**src/hdl/dgja_pkg.sv**
```systemverilog
package dgja_pkg;

   localparam int ID_W     = 8;
   localparam int DUR_W    = 8;
   localparam int DL_W     = 8;
   localparam int PROFIT_W = 20;
   localparam int TIME_W   = 12;
   localparam int SUM_W    = 24;

   localparam int REQ_DATA_W = 48;
   localparam int RSP_DATA_W = 72;

   // one stored job, 44 bits
   typedef struct packed {
      logic [PROFIT_W-1:0] profit;
      logic [DL_W-1:0]     deadline;
      logic [DUR_W-1:0]    duration;
      logic [ID_W-1:0]     job_id;
   } job_type;

   typedef struct packed {
      logic clear;
      logic step;
   } admit_ctl_type;

   typedef struct packed {
      logic              accepted;
      logic [TIME_W-1:0] finish_time;
      logic [SUM_W-1:0]  total_profit;
      logic [SUM_W-1:0]  total_loss;
   } admit_res_type;

endpackage

```
**src/hdl/dgja_job_mem.sv**
```systemverilog
module dgja_job_mem #(
   parameter int DEPTH  = 16,
   parameter int ADDR_W = 4
) (
   input  logic                 clock,
   input  logic                 wr_en,
   input  logic [ADDR_W-1:0]    wr_addr,
   input  dgja_pkg::job_type    wr_data,
   input  logic                 rd_en,
   input  logic [ADDR_W-1:0]    rd_addr,
   output dgja_pkg::job_type    rd_data
);

   dgja_pkg::job_type mem [DEPTH];
   dgja_pkg::job_type rd_data_ff;

   always_ff @(posedge clock) begin
      if (wr_en) begin
         mem[wr_addr] <= wr_data;
      end
   end

   always_ff @(posedge clock) begin
      if (rd_en) begin
         rd_data_ff <= mem[rd_addr];
      end
   end

   assign rd_data = rd_data_ff;

endmodule

```
**src/hdl/dgja_admit.sv**
```systemverilog
module dgja_admit (
   input  logic                    clock,
   input  logic                    reset,
   input  dgja_pkg::admit_ctl_type ctl,
   input  dgja_pkg::job_type       entry,
   output dgja_pkg::admit_res_type res
);

   logic [dgja_pkg::TIME_W-1:0] now_ff, now_in;
   logic [dgja_pkg::SUM_W-1:0]  gain_ff, gain_in;
   logic [dgja_pkg::SUM_W-1:0]  loss_ff, loss_in;

   logic [dgja_pkg::TIME_W:0]  end_time;
   logic [dgja_pkg::TIME_W:0]  limit;
   logic                        fits;
   logic [dgja_pkg::SUM_W:0]   gain_sum;
   logic [dgja_pkg::SUM_W:0]   loss_sum;

   // deadline in whole hours compared as sixteenths
   assign end_time = {1'b0, now_ff} + {5'b0, entry.duration};
   assign limit    = {1'b0, entry.deadline, 4'b0};
   assign fits     = (end_time <= limit);

   assign gain_sum = {1'b0, gain_ff} + {5'b0, entry.profit};
   assign loss_sum = {1'b0, loss_ff} + {5'b0, entry.profit};

   always_comb begin
      now_in  = now_ff;
      gain_in = gain_ff;
      loss_in = loss_ff;
      if (fits) begin
         now_in  = end_time[dgja_pkg::TIME_W-1:0];
         gain_in = gain_sum[dgja_pkg::SUM_W] ? '1 : gain_sum[dgja_pkg::SUM_W-1:0];
      end else begin
         loss_in = loss_sum[dgja_pkg::SUM_W] ? '1 : loss_sum[dgja_pkg::SUM_W-1:0];
      end
   end

   always_ff @(posedge clock) begin
      if (reset || ctl.clear) begin
         now_ff  <= '0;
         gain_ff <= '0;
         loss_ff <= '0;
      end else if (ctl.step) begin
         now_ff  <= now_in;
         gain_ff <= gain_in;
         loss_ff <= loss_in;
      end
   end

   // totals after this job's decision
   assign res.accepted     = fits;
   assign res.finish_time  = now_in;
   assign res.total_profit = gain_in;
   assign res.total_loss   = loss_in;

endmodule

```
**src/hdl/deadline_greedy_job_admission.sv**
```systemverilog
// deadline-ordered greedy job admission
// req channel: one word per job; req_tdata holds job id, duration (1/16 hour),
// deadline (whole hours) and profit, req_tlast marks the last job of a set.
// each job is inserted into a sorted job memory as it arrives (deadline up,
// then profit down, then arrival order): stored jobs are read from the tail
// down and each one that the new job goes ahead of moves up a slot, then the
// job is written into the gap (straight in when the store is empty); a job
// dropped on a full store sets the drop flag. one shift per cycle goes
// through the single read and single write memory port.
// after the last job the set is scheduled: each stored job is read back in
// order, admitted if it still meets its deadline, and one rsp word goes out
// per job with running totals; the next job is read once the word is taken.
// rsp_tuser flags a set in which jobs arrived beyond capacity and were dropped,
// rsp_tlast marks the final result; the store is then empty for the next set.
// req_tready is high only while the block is idle, so no job is taken during
// insertion or while results are out. a stalled result holds in the output
// register until taken. reset empties the store and clears the drop flag; the
// memory itself needs no clearing since only entries below the count are read.
module deadline_greedy_job_admission #(
   parameter int MAX_JOBS = 16
) (
   input  logic                              clock,
   input  logic                              reset,
   // job_id[7:0], duration[15:8], deadline[23:16], profit[43:24], zero[47:44]
   input  logic [dgja_pkg::REQ_DATA_W-1:0]   req_tdata,
   input  logic                              req_tlast,
   input  logic                              req_tvalid,
   output logic                              req_tready,
   // result_id[7:0], accepted[8], finish_time[20:9], total_profit[44:21],
   // total_loss[68:45], zero[71:69]
   output logic [dgja_pkg::RSP_DATA_W-1:0]   rsp_tdata,
   // dropped_jobs[0]
   output logic                              rsp_tuser,
   output logic                              rsp_tlast,
   output logic                              rsp_tvalid,
   input  logic                              rsp_tready
);

   localparam int ADDR_W = (MAX_JOBS > 1) ? $clog2(MAX_JOBS) : 1;
   localparam int CNT_W  = $clog2(MAX_JOBS + 1);

   localparam logic [2:0] ST_IDLE       = 3'd0;
   localparam logic [2:0] ST_SHIFT      = 3'd1;
   localparam logic [2:0] ST_PLACE      = 3'd2;
   localparam logic [2:0] ST_SCHED_RD   = 3'd3;
   localparam logic [2:0] ST_SCHED_CALC = 3'd4;
   localparam logic [2:0] ST_SCHED_OUT  = 3'd5;

   // control state
   logic [2:0]       state_ff, state_in;
   logic [CNT_W-1:0] count_ff, count_in;
   logic             overflow_ff, overflow_in;
   logic [CNT_W-1:0] pos_ff, pos_in;
   logic [CNT_W-1:0] k_ff, k_in;
   logic             last_ff, last_in;
   logic             rsp_valid_ff, rsp_valid_in;

   // payload
   dgja_pkg::job_type         new_job_ff, new_job_in;
   logic [dgja_pkg::ID_W-1:0] rsp_id_ff, rsp_id_in;
   dgja_pkg::admit_res_type   rsp_res_ff, rsp_res_in;
   logic                      rsp_drop_ff, rsp_drop_in;
   logic                      rsp_last_ff, rsp_last_in;

   // memory and admission unit hookup
   logic                    wr_en;
   logic [ADDR_W-1:0]       wr_addr;
   dgja_pkg::job_type       wr_data;
   logic                    rd_en;
   logic [ADDR_W-1:0]       rd_addr;
   dgja_pkg::job_type       rd_data;
   dgja_pkg::admit_ctl_type admit_ctl;
   dgja_pkg::admit_res_type admit_res;

   dgja_pkg::job_type req_job;
   logic              req_take;
   logic              new_first;
   logic [CNT_W-1:0]  pos_m1;
   logic [CNT_W-1:0]  pos_m2;
   logic [CNT_W-1:0]  count_m1;
   logic [CNT_W-1:0]  k_p1;

   assign req_job  = req_tdata[$bits(dgja_pkg::job_type)-1:0];
   assign req_take = req_tvalid && req_tready;
   assign pos_m1   = pos_ff - CNT_W'(1);
   assign pos_m2   = pos_ff - CNT_W'(2);
   assign count_m1 = count_ff - CNT_W'(1);
   assign k_p1     = k_ff + CNT_W'(1);

   // new job goes ahead of the stored one: earlier deadline, or same deadline
   // and strictly higher profit; a full tie keeps arrival order
   assign new_first = (new_job_ff.deadline < rd_data.deadline) ||
                      ((new_job_ff.deadline == rd_data.deadline) &&
                       (new_job_ff.profit > rd_data.profit));

   dgja_job_mem #(
      .DEPTH  (MAX_JOBS),
      .ADDR_W (ADDR_W)
   ) u_job_mem (
      .clock   (clock),
      .wr_en   (wr_en),
      .wr_addr (wr_addr),
      .wr_data (wr_data),
      .rd_en   (rd_en),
      .rd_addr (rd_addr),
      .rd_data (rd_data)
   );

   dgja_admit u_admit (
      .clock (clock),
      .reset (reset),
      .ctl   (admit_ctl),
      .entry (rd_data),
      .res   (admit_res)
   );

   always_comb begin
      state_in     = state_ff;
      count_in     = count_ff;
      overflow_in  = overflow_ff;
      pos_in       = pos_ff;
      k_in         = k_ff;
      last_in      = last_ff;
      rsp_valid_in = rsp_valid_ff;
      new_job_in   = new_job_ff;
      rsp_id_in    = rsp_id_ff;
      rsp_res_in   = rsp_res_ff;
      rsp_drop_in  = rsp_drop_ff;
      rsp_last_in  = rsp_last_ff;

      wr_en   = 1'b0;
      wr_addr = pos_ff[ADDR_W-1:0];
      wr_data = new_job_ff;
      rd_en   = 1'b0;
      rd_addr = count_m1[ADDR_W-1:0];

      // running totals start over while idle
      admit_ctl.clear = (state_ff == ST_IDLE);
      admit_ctl.step  = 1'b0;

      unique case (state_ff)
         ST_IDLE: begin
            k_in = '0;
            if (req_take) begin
               new_job_in = req_job;
               last_in    = req_tlast;
               if (count_ff < CNT_W'(MAX_JOBS)) begin
                  pos_in = count_ff;
                  if (count_ff != '0) begin
                     // fetch the current tail to compare against
                     rd_en    = 1'b1;
                     rd_addr  = count_m1[ADDR_W-1:0];
                     state_in = ST_SHIFT;
                  end else begin
                     state_in = ST_PLACE;
                  end
               end else begin
                  // store full: job is dropped, a last mark still schedules
                  overflow_in = 1'b1;
                  state_in    = req_tlast ? ST_SCHED_RD : ST_IDLE;
               end
            end
         end

         ST_SHIFT: begin
            if (new_first) begin
               // move the stored job up one slot, fetch the next one down
               wr_en   = 1'b1;
               wr_addr = pos_ff[ADDR_W-1:0];
               wr_data = rd_data;
               pos_in  = pos_m1;
               if (pos_ff == CNT_W'(1)) begin
                  state_in = ST_PLACE;
               end else begin
                  rd_en   = 1'b1;
                  rd_addr = pos_m2[ADDR_W-1:0];
               end
            end else begin
               state_in = ST_PLACE;
            end
         end

         ST_PLACE: begin
            wr_en    = 1'b1;
            wr_addr  = pos_ff[ADDR_W-1:0];
            wr_data  = new_job_ff;
            count_in = count_ff + CNT_W'(1);
            state_in = last_ff ? ST_SCHED_RD : ST_IDLE;
         end

         ST_SCHED_RD: begin
            rd_en    = 1'b1;
            rd_addr  = k_ff[ADDR_W-1:0];
            state_in = ST_SCHED_CALC;
         end

         ST_SCHED_CALC: begin
            // decide on this job and register the result word
            admit_ctl.step = 1'b1;
            rsp_id_in      = rd_data.job_id;
            rsp_res_in     = admit_res;
            rsp_drop_in    = overflow_ff;
            rsp_last_in    = (k_p1 == count_ff);
            rsp_valid_in   = 1'b1;
            state_in       = ST_SCHED_OUT;
         end

         ST_SCHED_OUT: begin
            if (rsp_tready) begin
               rsp_valid_in = 1'b0;
               if (rsp_last_ff) begin
                  // set done: empty the store for the next one
                  count_in    = '0;
                  overflow_in = 1'b0;
                  state_in    = ST_IDLE;
               end else begin
                  k_in     = k_p1;
                  state_in = ST_SCHED_RD;
               end
            end
         end

         default: begin
            state_in = ST_IDLE;
         end
      endcase
   end

   always_ff @(posedge clock) begin
      if (reset) begin
         state_ff     <= ST_IDLE;
         count_ff     <= '0;
         overflow_ff  <= 1'b0;
         pos_ff       <= '0;
         k_ff         <= '0;
         last_ff      <= 1'b0;
         rsp_valid_ff <= 1'b0;
      end else begin
         state_ff     <= state_in;
         count_ff     <= count_in;
         overflow_ff  <= overflow_in;
         pos_ff       <= pos_in;
         k_ff         <= k_in;
         last_ff      <= last_in;
         rsp_valid_ff <= rsp_valid_in;
      end
   end

   always_ff @(posedge clock) begin
      new_job_ff  <= new_job_in;
      rsp_id_ff   <= rsp_id_in;
      rsp_res_ff  <= rsp_res_in;
      rsp_drop_ff <= rsp_drop_in;
      rsp_last_ff <= rsp_last_in;
   end

   assign req_tready = (state_ff == ST_IDLE);

   assign rsp_tvalid = rsp_valid_ff;
   assign rsp_tdata  = {3'b0,
                        rsp_res_ff.total_loss,
                        rsp_res_ff.total_profit,
                        rsp_res_ff.finish_time,
                        rsp_res_ff.accepted,
                        rsp_id_ff};
   assign rsp_tuser  = rsp_drop_ff;
   assign rsp_tlast  = rsp_last_ff;

endmodule

```
**config.mk**
```make
export PLATFORM = sky130hd
export DESIGN_NAME = deadline_greedy_job_admission
export DESIGN_NICKNAME = d
export VERILOG_FILES = /design/src/hdl/dgja_pkg.sv /design/src/hdl/dgja_job_mem.sv /design/src/hdl/dgja_admit.sv /design/src/hdl/deadline_greedy_job_admission.sv
export SDC_FILE = /design/constraint.sdc
export NUM_CORES = 1
export LEC_CHECK = 0
export BUFFER_PORTS_ARGS = -buffer_cell sky130_fd_sc_hd__buf_2
export CAP_MARGIN = 0
export CORE_UTILIZATION = 62
export DETAILED_ROUTE_END_ITERATION = 10
export PLACE_DENSITY = 0.87
export SETUP_SLACK_MARGIN = 0.5
export SYNTH_ARGS = -nofsm -noshare
export SYNTH_HDL_FRONTEND = slang
export SYNTH_SLANG_ARGS = --single-unit
```
**constraint.sdc**
```tcl
create_clock -name clock -period 8.9 [get_ports clock]
set_input_delay 2.225 -clock clock [delete_from_list [all_inputs] [get_ports clock]]
set_output_delay 2.225 -clock clock [all_outputs]
set_load 0.005 [all_outputs]
```
Word-level counts from Yosys, hierarchy flattened
Memory sizes are Yosys's and may differ from the RTL's. A register that Yosys moved wholly into a read port is not among the register bits.
Index checks and enable logic that the tools add are counted.
{ "word_totals": {"in_bits": 53, "n_memories": 1, "ff_bits": 196, "out_inout_bits": 76, "wordCells": 115, "mem_bits_rw": 704} }
{ "mem_list": {"columns": ["name", "words", "word_bits", "rd", "rd_ports_with_merged_regs", "write_ports", "line", "source"], "rows": [
  ["u_job_mem.mem", 16, 44, 1, 1, 1, "dgja_job_mem.sv:14", "dgja_pkg::job_type mem [DEPTH];"]
]} }
{ "op_classes": {"n_eq_ne": 16, "n_lt_le_gt_ge": 4, "n_mux": 48, "addsub": 8, "n_reduce_logical": 17} }
{ "ops": {"columns": ["op", "count"], "rows": [
  ["$mux 24", 4],
  ["$mux 44", 2],
  ["$add 24x20->25", 2],
  ["$mux 5", 7],
  ["$pmux 5 s2", 3],
  ["$gt 20x20->1", 1],
  ["$pmux 3 s6", 1],
  ["$mux 3", 5],
  ["$mux 1", 14],
  ["$add 12x8->13", 1],
  ["$le 13x12->1", 1],
  ["$mux 12", 1],
  ["$add 5x1->5 const B", 2],
  ["$ne 2x2->1 const B", 5],
  ["$reduce_and 3->1", 3],
  ["$eq 8x8->1", 1],
  ["$lt 8x8->1", 1],
  ["$mux 2", 4],
  ["$mux 4", 2],
  ["$pmux 4 s2", 1],
  ["$reduce_bool 2->1", 4],
  ["$eq 3x2->1 const B", 2],
  ["$eq 3x3->1 const B", 2],
  ["$pmux 1 s2", 3],
  ["other kinds (17)", 21]
]} }

Logic depth before layout (Yosys ltp)
Gate-level depths: netlist of run 1.
{ "depth": {"word_depth": 7, "mapped_depth": 24, "depth_no_buf": 21} }

Modules after synthesis
From an unflattened synthesis of run 1, not the netlist that was laid out.
{ "unflattened": {"hier_cells": 2430, "hier_area_um2": 39461.6} }
{ "modules_own_cells": {"columns": ["module", "area_each_um2", "n_inst", "cells_each", "seq_area_each_um2"], "rows": [
  ["dgja_job_mem", 27706.6, 1, 1142, 22461.5],
  ["deadline_greedy_job_admission", 6082.1, 1, 489, 3873.7],
  ["dgja_admit", 5672.9, 1, 799, 1201.2]
]} }

Worst setup path before layout of run 1
OpenSTA, ideal clock, no wires.
{ "synth_path": {"path_type": "input-to-reg", "startpoint": "in req_tvalid", "endpoint": "reg u_job_mem.rd_data[0] (netlist name)", "setup_ns": 0.598, "arrival_ns": 7.461, "n_path_buf": 0, "required_ns": 8.302, "stages": 2, "path_slack_ns": 0.841, "cell_sequence": "nand2_1 > o311ai_0"} }
{ "synth_via": {"elab_chain_len": 3} }
{ "synth_lines": {"columns": ["element", "line", "source"], "rows": [
  ["start: declaration", "deadline_greedy_job_admission.sv:27", "input logic req_tvalid,"],
  ["$logic_and 1x1->1", "deadline_greedy_job_admission.sv:84", "assign req_take = req_tvalid && req_tready;"],
  ["$mux 1", "deadline_greedy_job_admission.sv:144", "if (req_take) begin"],
  ["$pmux 1 s3", "deadline_greedy_job_admission.sv:141", "unique case (state_ff)"],
  ["net rd_en", "deadline_greedy_job_admission.sv:69", "logic rd_en;"]
]} }
The timed path passes the listed nets, and every way through them passes these cells.
A chain may end at the register's enable or synchronous reset.

Worst setup path after layout of run 1
{ "layout_path": {"startpoint": "reg u_job_mem.rd_data[43] (netlist name)", "endpoint": "reg u_job_mem.rd_data[25] (netlist name)"} }
{ "layout_via": {"elab_chain_len": 5, "elab_cells_between_ends": 7, "classes_between": "order compare: 1; mux: 4; reduce/logical: 2"} }
{ "layout_lines": {"columns": ["element", "line", "source"], "rows": [
  ["$gt 20x20->1 *", "deadline_greedy_job_admission.sv:94", "(new_job_ff.profit > rd_data.profit));"],
  ["$logic_and 1x1->1 *", "deadline_greedy_job_admission.sv:93", "((new_job_ff.deadline == rd_data.deadline) &&"],
  ["$logic_or 1x1->1 *", "deadline_greedy_job_admission.sv:92", "assign new_first = (new_job_ff.deadline < rd_data.deadline) ||"],
  ["$mux 1 / $mux 4 (equally long branches)", "deadline_greedy_job_admission.sv:166", "if (new_first) begin"],
  ["$pmux 1 s3 / $pmux 4 s2 (equally long branches)", "deadline_greedy_job_admission.sv:141", null]
]} }
Every way passes the cells marked *; elsewhere a longest branch is shown, timed or not.

==> impl_metrics.py, run 1 <==
metrics = {
    "setup_path": {
        "worstRegToRegCells": 15,
        "r2r-start": "u_job_mem.rd_data[43]",
        "required_ns": 9.29,
        "r2r_slack_ns": 2.45,
        "critical_path_class": "flop to flop",
        "path_cells": "inv_1, ha_1, nand4_1, nor4_2, a22o_1, o31a_1, nand3_1, mux2_2, buf_4, buf_4, nor2_4, buf_4, a22oi_1, o221ai_1, a2111o_1",
        "end_kind": "flop",
        "max_stage_delay_ns": 0.61,
        "worst-path-max-fanout": 31,
        "critPathMostFrequentCell": "buf_4",
        "path_buf_inv": 4,
        "cp.arrival_ns": 6.84,
        "critPathLaunchType": "flop",
        "r2r-end": "u_job_mem.rd_data[25]",
        "slowest_stage": "nor4_2",
        "path_delay_family": "compound AO/OA/AOI/OAI gates",
    },
    "min_path": {
        "hold_path_depth": 0,
        "hold_start": "u_job_mem.rd_data[3]",
        "hp-class": "flop to flop",
        "hold_path_end": "rsp_id_ff[3]",
    },
    "layout": {
        "final_nets": 2917,
        "drive_gt1_frac": 0.151,
        "fin_util": 0.698,
        "finalInstanceArea_mm2": 0.0441,
        "syn_to_final_growth_pct": 11.5,
    },
    "drt": {
        "drtIter0Drc": 3192,
        "vias_per_cell": 6.74,
        "route.vias.total": 24825,
        "final_antenna_net_count": 0,
        "drc": 0,
        "wl_per_cell_um": 26.9,
        "drt-total-wl_um": 99200,
        "dr.pass1.iters": 5,
    },
    "logic_synthesis": {
        "synthCells": 2641,
        "synth_edf_count": 863,
        "synth_top_area_frac": 0.656,
        "synthTopCellsByArea": "edfxtp_1 (66%), mux2i_1 (5.6%), dfxtp_1 (4.1%)",
        "ys_seq_area_frac": 0.697,
        "yosysUniqueCellTypes": 72,
        "yosysWarnings": 0,
        "synth_area_mm2": 0.0395,
        "async_reset_ff_frac": 0,
        "synth_area_leader_cell": "edfxtp_1",
        "ys_ff_latch": 944,
        "avgSynthCellArea_um2": 15.0,
        "synthFlopType": "edfxtp_1",
    },
    "clock_network": {
        "cts_setup_buffers": 0,
        "ctsResizeCount": 0,
        "h-tree-depth": 3,
        "clk_pin_slew_ns": 0.06,
        "clock_path_buffers": 3,
        "cts_root_buffer": "clkbuf_16",
        "clk_latency_ns": 0.66,
        "cts_tree": "built",
        "cts_made_buffers": 91,
        "cts_hold_buf": 0,
        "cts_sinks": 944,
    },
    "global_route": {
        "grt_first_pass_wirelength_um": 146000,
        "grt_max_degree": 97,
        "antenna_found_initial": 4,
        "gr-usage-all-layers": 0.308,
        "gr-total-overflow": 0,
        "grt_pass1_vias": 24711,
    },
    "placed_design": {
        "place_congestion": 0.876,
        "port_buffers": 121,
        "hpwl_um": 54200,
        "place_area_mm2": 0.0412,
    },
    "timing": {
        "setup_viol": 0,
        "hold_viol_final": 0,
        "min_period_ns": 6.45,
        "tns_ns": 0,
        "fin_skew_ns": 0.0322,
        "fmax_mhz": 155,
        "fin_crit_sh": 0.725,
        "maxSlewHeadroom": -0.00457,
        "tightest_slew_ns": 1.49,
        "rsz0062_at_grt": "false",
        "finalMaxSlewViolations": 1,
    },
    "floorplan": {
        "core-area_mm2": 0.0631,
        "dieArea_mm2": 0.0648,
        "die_x_um": 254,
        "start_util": 0.626,
        "die_h_um": 254,
        "rows": 92,
        "io-pin-count": 129,
    },
    "flow_run": {
        "maxCapViolCount": 1,
    },
    "power": {
        "p_leak_uw": 0.0165,
        "p_total_uw": 16400,
        "cellPowerDensity_mw_per_mm2": 371,
        "peakVddDrop_mv": 0.447,
    },
    "status": {
        "outcome": "finished with violations",
        "violations": "capacitance limit, slew limit",
    },
}
synthesized netlist by cell type (all sizes together) (4+ instances only):
cell type  count
a21o          22
buf           43
o22a          16
a211oi        11
a21oi         96
o22ai         92
nor3          13
o221ai        43
xnor2         35
nand2b        10
nand4         10
a22o          45
nand3         70
o21bai         7
ha            94
a21boi         5
a22oi         73
xor2          24
o21ai         99
nor2b         10
or3            7
nor2         137
edfxtp       863
mux2          70
inv           68
o211ai         4
mux2i        223
nor4           9
or2            4
nand3b         4
nand2        123
dfxtp         81
and2           7
a31oi         22
a2111o        43
clkbuf       102
o21a           9
and3          12
cell type report:
class	instances	area, µm²
diodes	1	2.50
clock buffers	119	2480
clock inverters	44	375
fillers	3789	19000
inverters	68	258
multi-input cells	1486	11300
flip-flops and latches	944	27500
well taps	846	1060
repair buffers	176	1040
placed cells by master, fill, tap and decap left out, types with 11 or more instances in the layout:
cell / count
a2111o_1: 43
a211oi_1: 11
a21o_1: 22
a21oi_1: 96
a22o_1: 45
a22oi_1: 63
a31oi_1: 22
and3_1: 12
buf_2: 121
buf_4: 53
clkbuf_1: 20
clkbuf_16: 93
clkinv_1: 13
clkinv_2: 11
dfxtp_1: 81
edfxtp_1: 863
ha_1: 94
inv_1: 66
mux2_2: 60
mux2i_1: 222
nand2_1: 120
nand3_1: 69
nor2_1: 120
nor2_4: 17
nor3_1: 13
o21ai_0: 81
o21ai_1: 18
o221ai_1: 43
o22a_1: 16
o22ai_1: 92
xnor2_1: 35
xor2_1: 24
per-stage QoR:
stage	hold WS, ns	setup slack, ns	instances
after global routing	0.459	2.45	3683
final	0.448	2.45	3684
after floorplan	0.409	0.841	2643
after CTS	0.444	2.71	3683
after global placement	0.432	2.96	3520
after detailed placement	0.436	2.85	3520
registers in the layout, summed over array words and instances, names as in the netlist, 8 cells and up:
register           count
new_job_ff            44
rsp_id_ff              8
rsp_tdata             61
u_admit.gain_ff       24
u_admit.loss_ff       24
u_admit.now_ff        12
u_job_mem.mem        704
u_job_mem.rd_data     44
kinds of logic after synthesis:
family	share of synthesized area
XOR/XNOR	0.0131
multiplexers	0.0774
flip-flops	0.697
buffers and inverters	0.0223
AO/OA/AOI/OAI	0.109
other	0.0000949
adder cells (fa/ha/maj)	0.0313
AND/OR/NAND/NOR	0.0498
worst max path at each step:
| stage | depth (start not counted) | startpoint | end |
|---|---|---|---|
| detailed placement | 15 | u_job_mem.rd_data[43] | u_job_mem.rd_data[37] |
| CTS | 15 | u_job_mem.rd_data[43] | u_job_mem.rd_data[32] |
| floorplan | 2 | req_tvalid | u_job_mem.rd_data[0] |
| finish | 15 | u_job_mem.rd_data[43] | u_job_mem.rd_data[25] |
| global placement | 15 | u_job_mem.rd_data[43] | u_job_mem.rd_data[28] |
| global route | 13 | u_job_mem.rd_data[43] | u_job_mem.rd_data[22] |
layer usage:
metal / GRT usage / routed length (µm) / vias to the layer above
li1: - / - / 10599
met1: 0.390 / 35000 / 12053
met2: 0.501 / 47200 / 1817
met3: 0.0686 / 12200 / 350
met4: 0.157 / 4740 / 6
met5: 0 / 40 / -
power breakdown:
group	internal [µW]	total, µW	switching (µW)
logic	2130	6340	4210
registers	5950	6290	343
clock network	2090	3730	1640
Power figures use the tool's default switching activity.
==> run 2: changes to the inputs <==
Clock period 8.9 ns to 6 ns, I/O delays scaled along.
==> run 2 against run 1 <==
Net effect: the flow now finishes without violations; first-iteration DRC count grew 18%; non-clock buffer count grew 21; critical path type unchanged; utilization grew 0.77 points; cell area grew 1.1%; combinational power grew 51%; largest power group unchanged.
==> impl_metrics.py, run 2 (synthesized netlist as in run 1, its figures left out) <==
metrics = {
    "power": {
        "combPwrFrac": 0.390,
        "p_total_uw": 24600,
        "cellPowerDensity_mw_per_mm2": 553,
        "p_seq_frac": 0.380,
        "peakVddDrop_mv": 0.548,
        "p_sw_uw": 9250,
        "switching_share": 0.375,
        "power_frac_clock": 0.230,
        "p_int_uw": 15400,
        "p_leak_uw": 0.0167,
    },
    "setup_path": {
        "required_ns": 6.38,
        "r2r-start": "u_job_mem.rd_data[39]",
        "worst-path-max-fanout": 29,
        "critical_path_class": "flop to flop",
        "end_kind": "flop",
        "r2r_slack_ns": 0.66,
        "cp.arrival_ns": 5.72,
        "path_cells": "inv_1, ha_1, nand4_1, nor4_2, a22o_1, o31a_1, nand3_1, mux2_2, buf_4, nor4_4, buf_4, a22o_1, a2111o_1",
        "endpoint": "u_job_mem.rd_data[32]",
        "r2r-end": "u_job_mem.rd_data[32]",
        "cp-startpoint": "u_job_mem.rd_data[39]",
        "max_stage_delay_ns": 0.67,
        "slowest_stage": "mux2_2",
        "critPathLaunchType": "flop",
        "worstRegToRegCells": 13,
    },
    "timing": {
        "setup_viol": 0,
        "fin_crit_sh": 0.890,
        "fin_skew_ns": 0.0345,
        "tightest_slew_ns": 1.37,
        "holdWs_ns": 0.459,
        "fmax_mhz": 187,
        "maxSlewHeadroom": 0.0806,
        "min_period_ns": 5.34,
        "hold_viol_final": 0,
        "tns_ns": 0,
        "finalMaxSlewViolations": 0,
        "rsz0062_at_grt": "false",
    },
    "layout": {
        "num-fill-cells": 3734,
        "syn_to_final_growth_pct": 12.7,
        "finalInstanceArea_mm2": 0.0445,
        "seqCellArea_mm2": 0.0275,
        "drive_gt1_frac": 0.160,
        "final_cell_mix": "edfxtp_1 (863), mux2i_1 (222), buf_2 (121)",
        "multi_input_comb_area_mm2": 0.0113,
        "regMostFlops": "u_job_mem.mem",
        "largest_reg_flops": 704,
        "layout_commonest_cell": "edfxtp_1",
        "final_nets": 2937,
    },
    "floorplan": {
        "die_h_um": 254,
        "die_x_um": 254,
        "start_util": 0.626,
        "io-pin-count": 129,
        "dieArea_mm2": 0.0648,
        "rows": 92,
        "core-area_mm2": 0.0631,
    },
    "clock_network": {
        "cts_root_buffer": "clkbuf_16",
        "clock_path_buffers": 3,
        "cts_setup_buffers": 0,
        "cts_hold_buf": 0,
        "clk_pin_slew_ns": 0.06,
        "cts_made_buffers": 90,
        "h-tree-depth": 3,
        "cts_sinks": 944,
        "ctsResizeCount": 0,
        "clk_latency_ns": 0.66,
        "cts_tree": "built",
    },
    "global_route": {
        "antenna_found_initial": 1,
        "gr-usage-all-layers": 0.314,
        "grt_max_degree": 93,
        "grt_first_pass_wirelength_um": 149000,
        "grt_pass1_vias": 25037,
        "gr-total-overflow": 0,
    },
    "drt": {
        "drc": 0,
        "drt-total-wl_um": 102000,
        "dr.pass1.iters": 8,
        "route.vias.total": 25262,
        "final_antenna_net_count": 0,
        "vias_per_cell": 6.81,
        "drtIter0Drc": 3760,
        "wl_per_cell_um": 27.5,
    },
    "min_path": {
        "hp-class": "flop to flop",
        "hold_start": "u_job_mem.rd_data[6]",
    },
    "status": {
        "outcome": "finished clean",
    },
    "placed_design": {
        "port_buffers": 121,
        "place_congestion": 0.919,
        "hpwl_um": 60000,
        "place_area_mm2": 0.0416,
    },
    "flow_run": {
        "maxCapViolCount": 0,
    },
}
-- run 2: critical path, delay by kind of cell (launching register included) --
| kind | cells | cell delay, ns |
|---|---|---|
| multiplexers | 1 | 0.67 |
| flip-flops | 1 | 0.51 |
| AO/OA/AOI/OAI | 4 | 1.35 |
| AND/OR/NAND/NOR | 4 | 1.20 |
| buffers and inverters | 3 | 0.95 |
| adder cells (fa/ha/maj) | 1 | 0.34 |
-- run 2: layout make-up --
| class | count | area share |
|---|---|---|
| clock inverters | 56 | 0.0121 |
| flip-flops and latches | 944 | 0.618 |
| inverters | 68 | 0.00579 |
| diodes | 2 | 0.000112 |
| clock buffers | 109 | 0.0540 |
| well taps | 846 | 0.0238 |
| multi-input cells | 1486 | 0.254 |
| repair buffers | 197 | 0.0323 |
-- run 2: worst min path at each step --
stage	end	slack [ns]	cells past startpoint
after CTS	rsp_id_ff[6]	0.46	0
final	rsp_id_ff[6]	0.46	0
after global routing	rsp_id_ff[6]	0.48	0
after global placement	rsp_id_ff[6]	0.43	0
after detailed placement	rsp_id_ff[6]	0.43	0
after floorplan	rsp_tuser	0.41	0
-- run 2: layer usage --
metal / up-vias / part of all wire / track usage / wire length [µm]
met2: 1854 / 0.48 / 0.511 / 49100
li1: 10654 / - / - / -
met1: 12405 / 0.35 / 0.401 / 36100
met4: 2 / 0.044 / 0.155 / 4440
met3: 347 / 0.12 / 0.0657 / 12500
met5: - / 0.00013 / 0 / 13
-- run 2: metrics by stage --
stage               utilization  instances  setup slack [ns]
global route              0.706       3706             0.528
global placement          0.659       3541              1.05
floorplan                     -       2643             0.516
finish                    0.706       3708             0.659
detailed placement        0.659       3541             0.950
CTS                       0.706       3706             0.829
-- run 2: power groups by stage --
stage / sequential (µW) / clock (µW) / combinational [µW]
after floorplan: 9190 / 0 / 6320
after global placement: 9400 / 0 / 8750
after detailed placement: 9450 / 0 / 9200
after CTS: 9330 / 5690 / 9340
after global routing: 9380 / 5940 / 10100
final: 9360 / 5670 / 9600
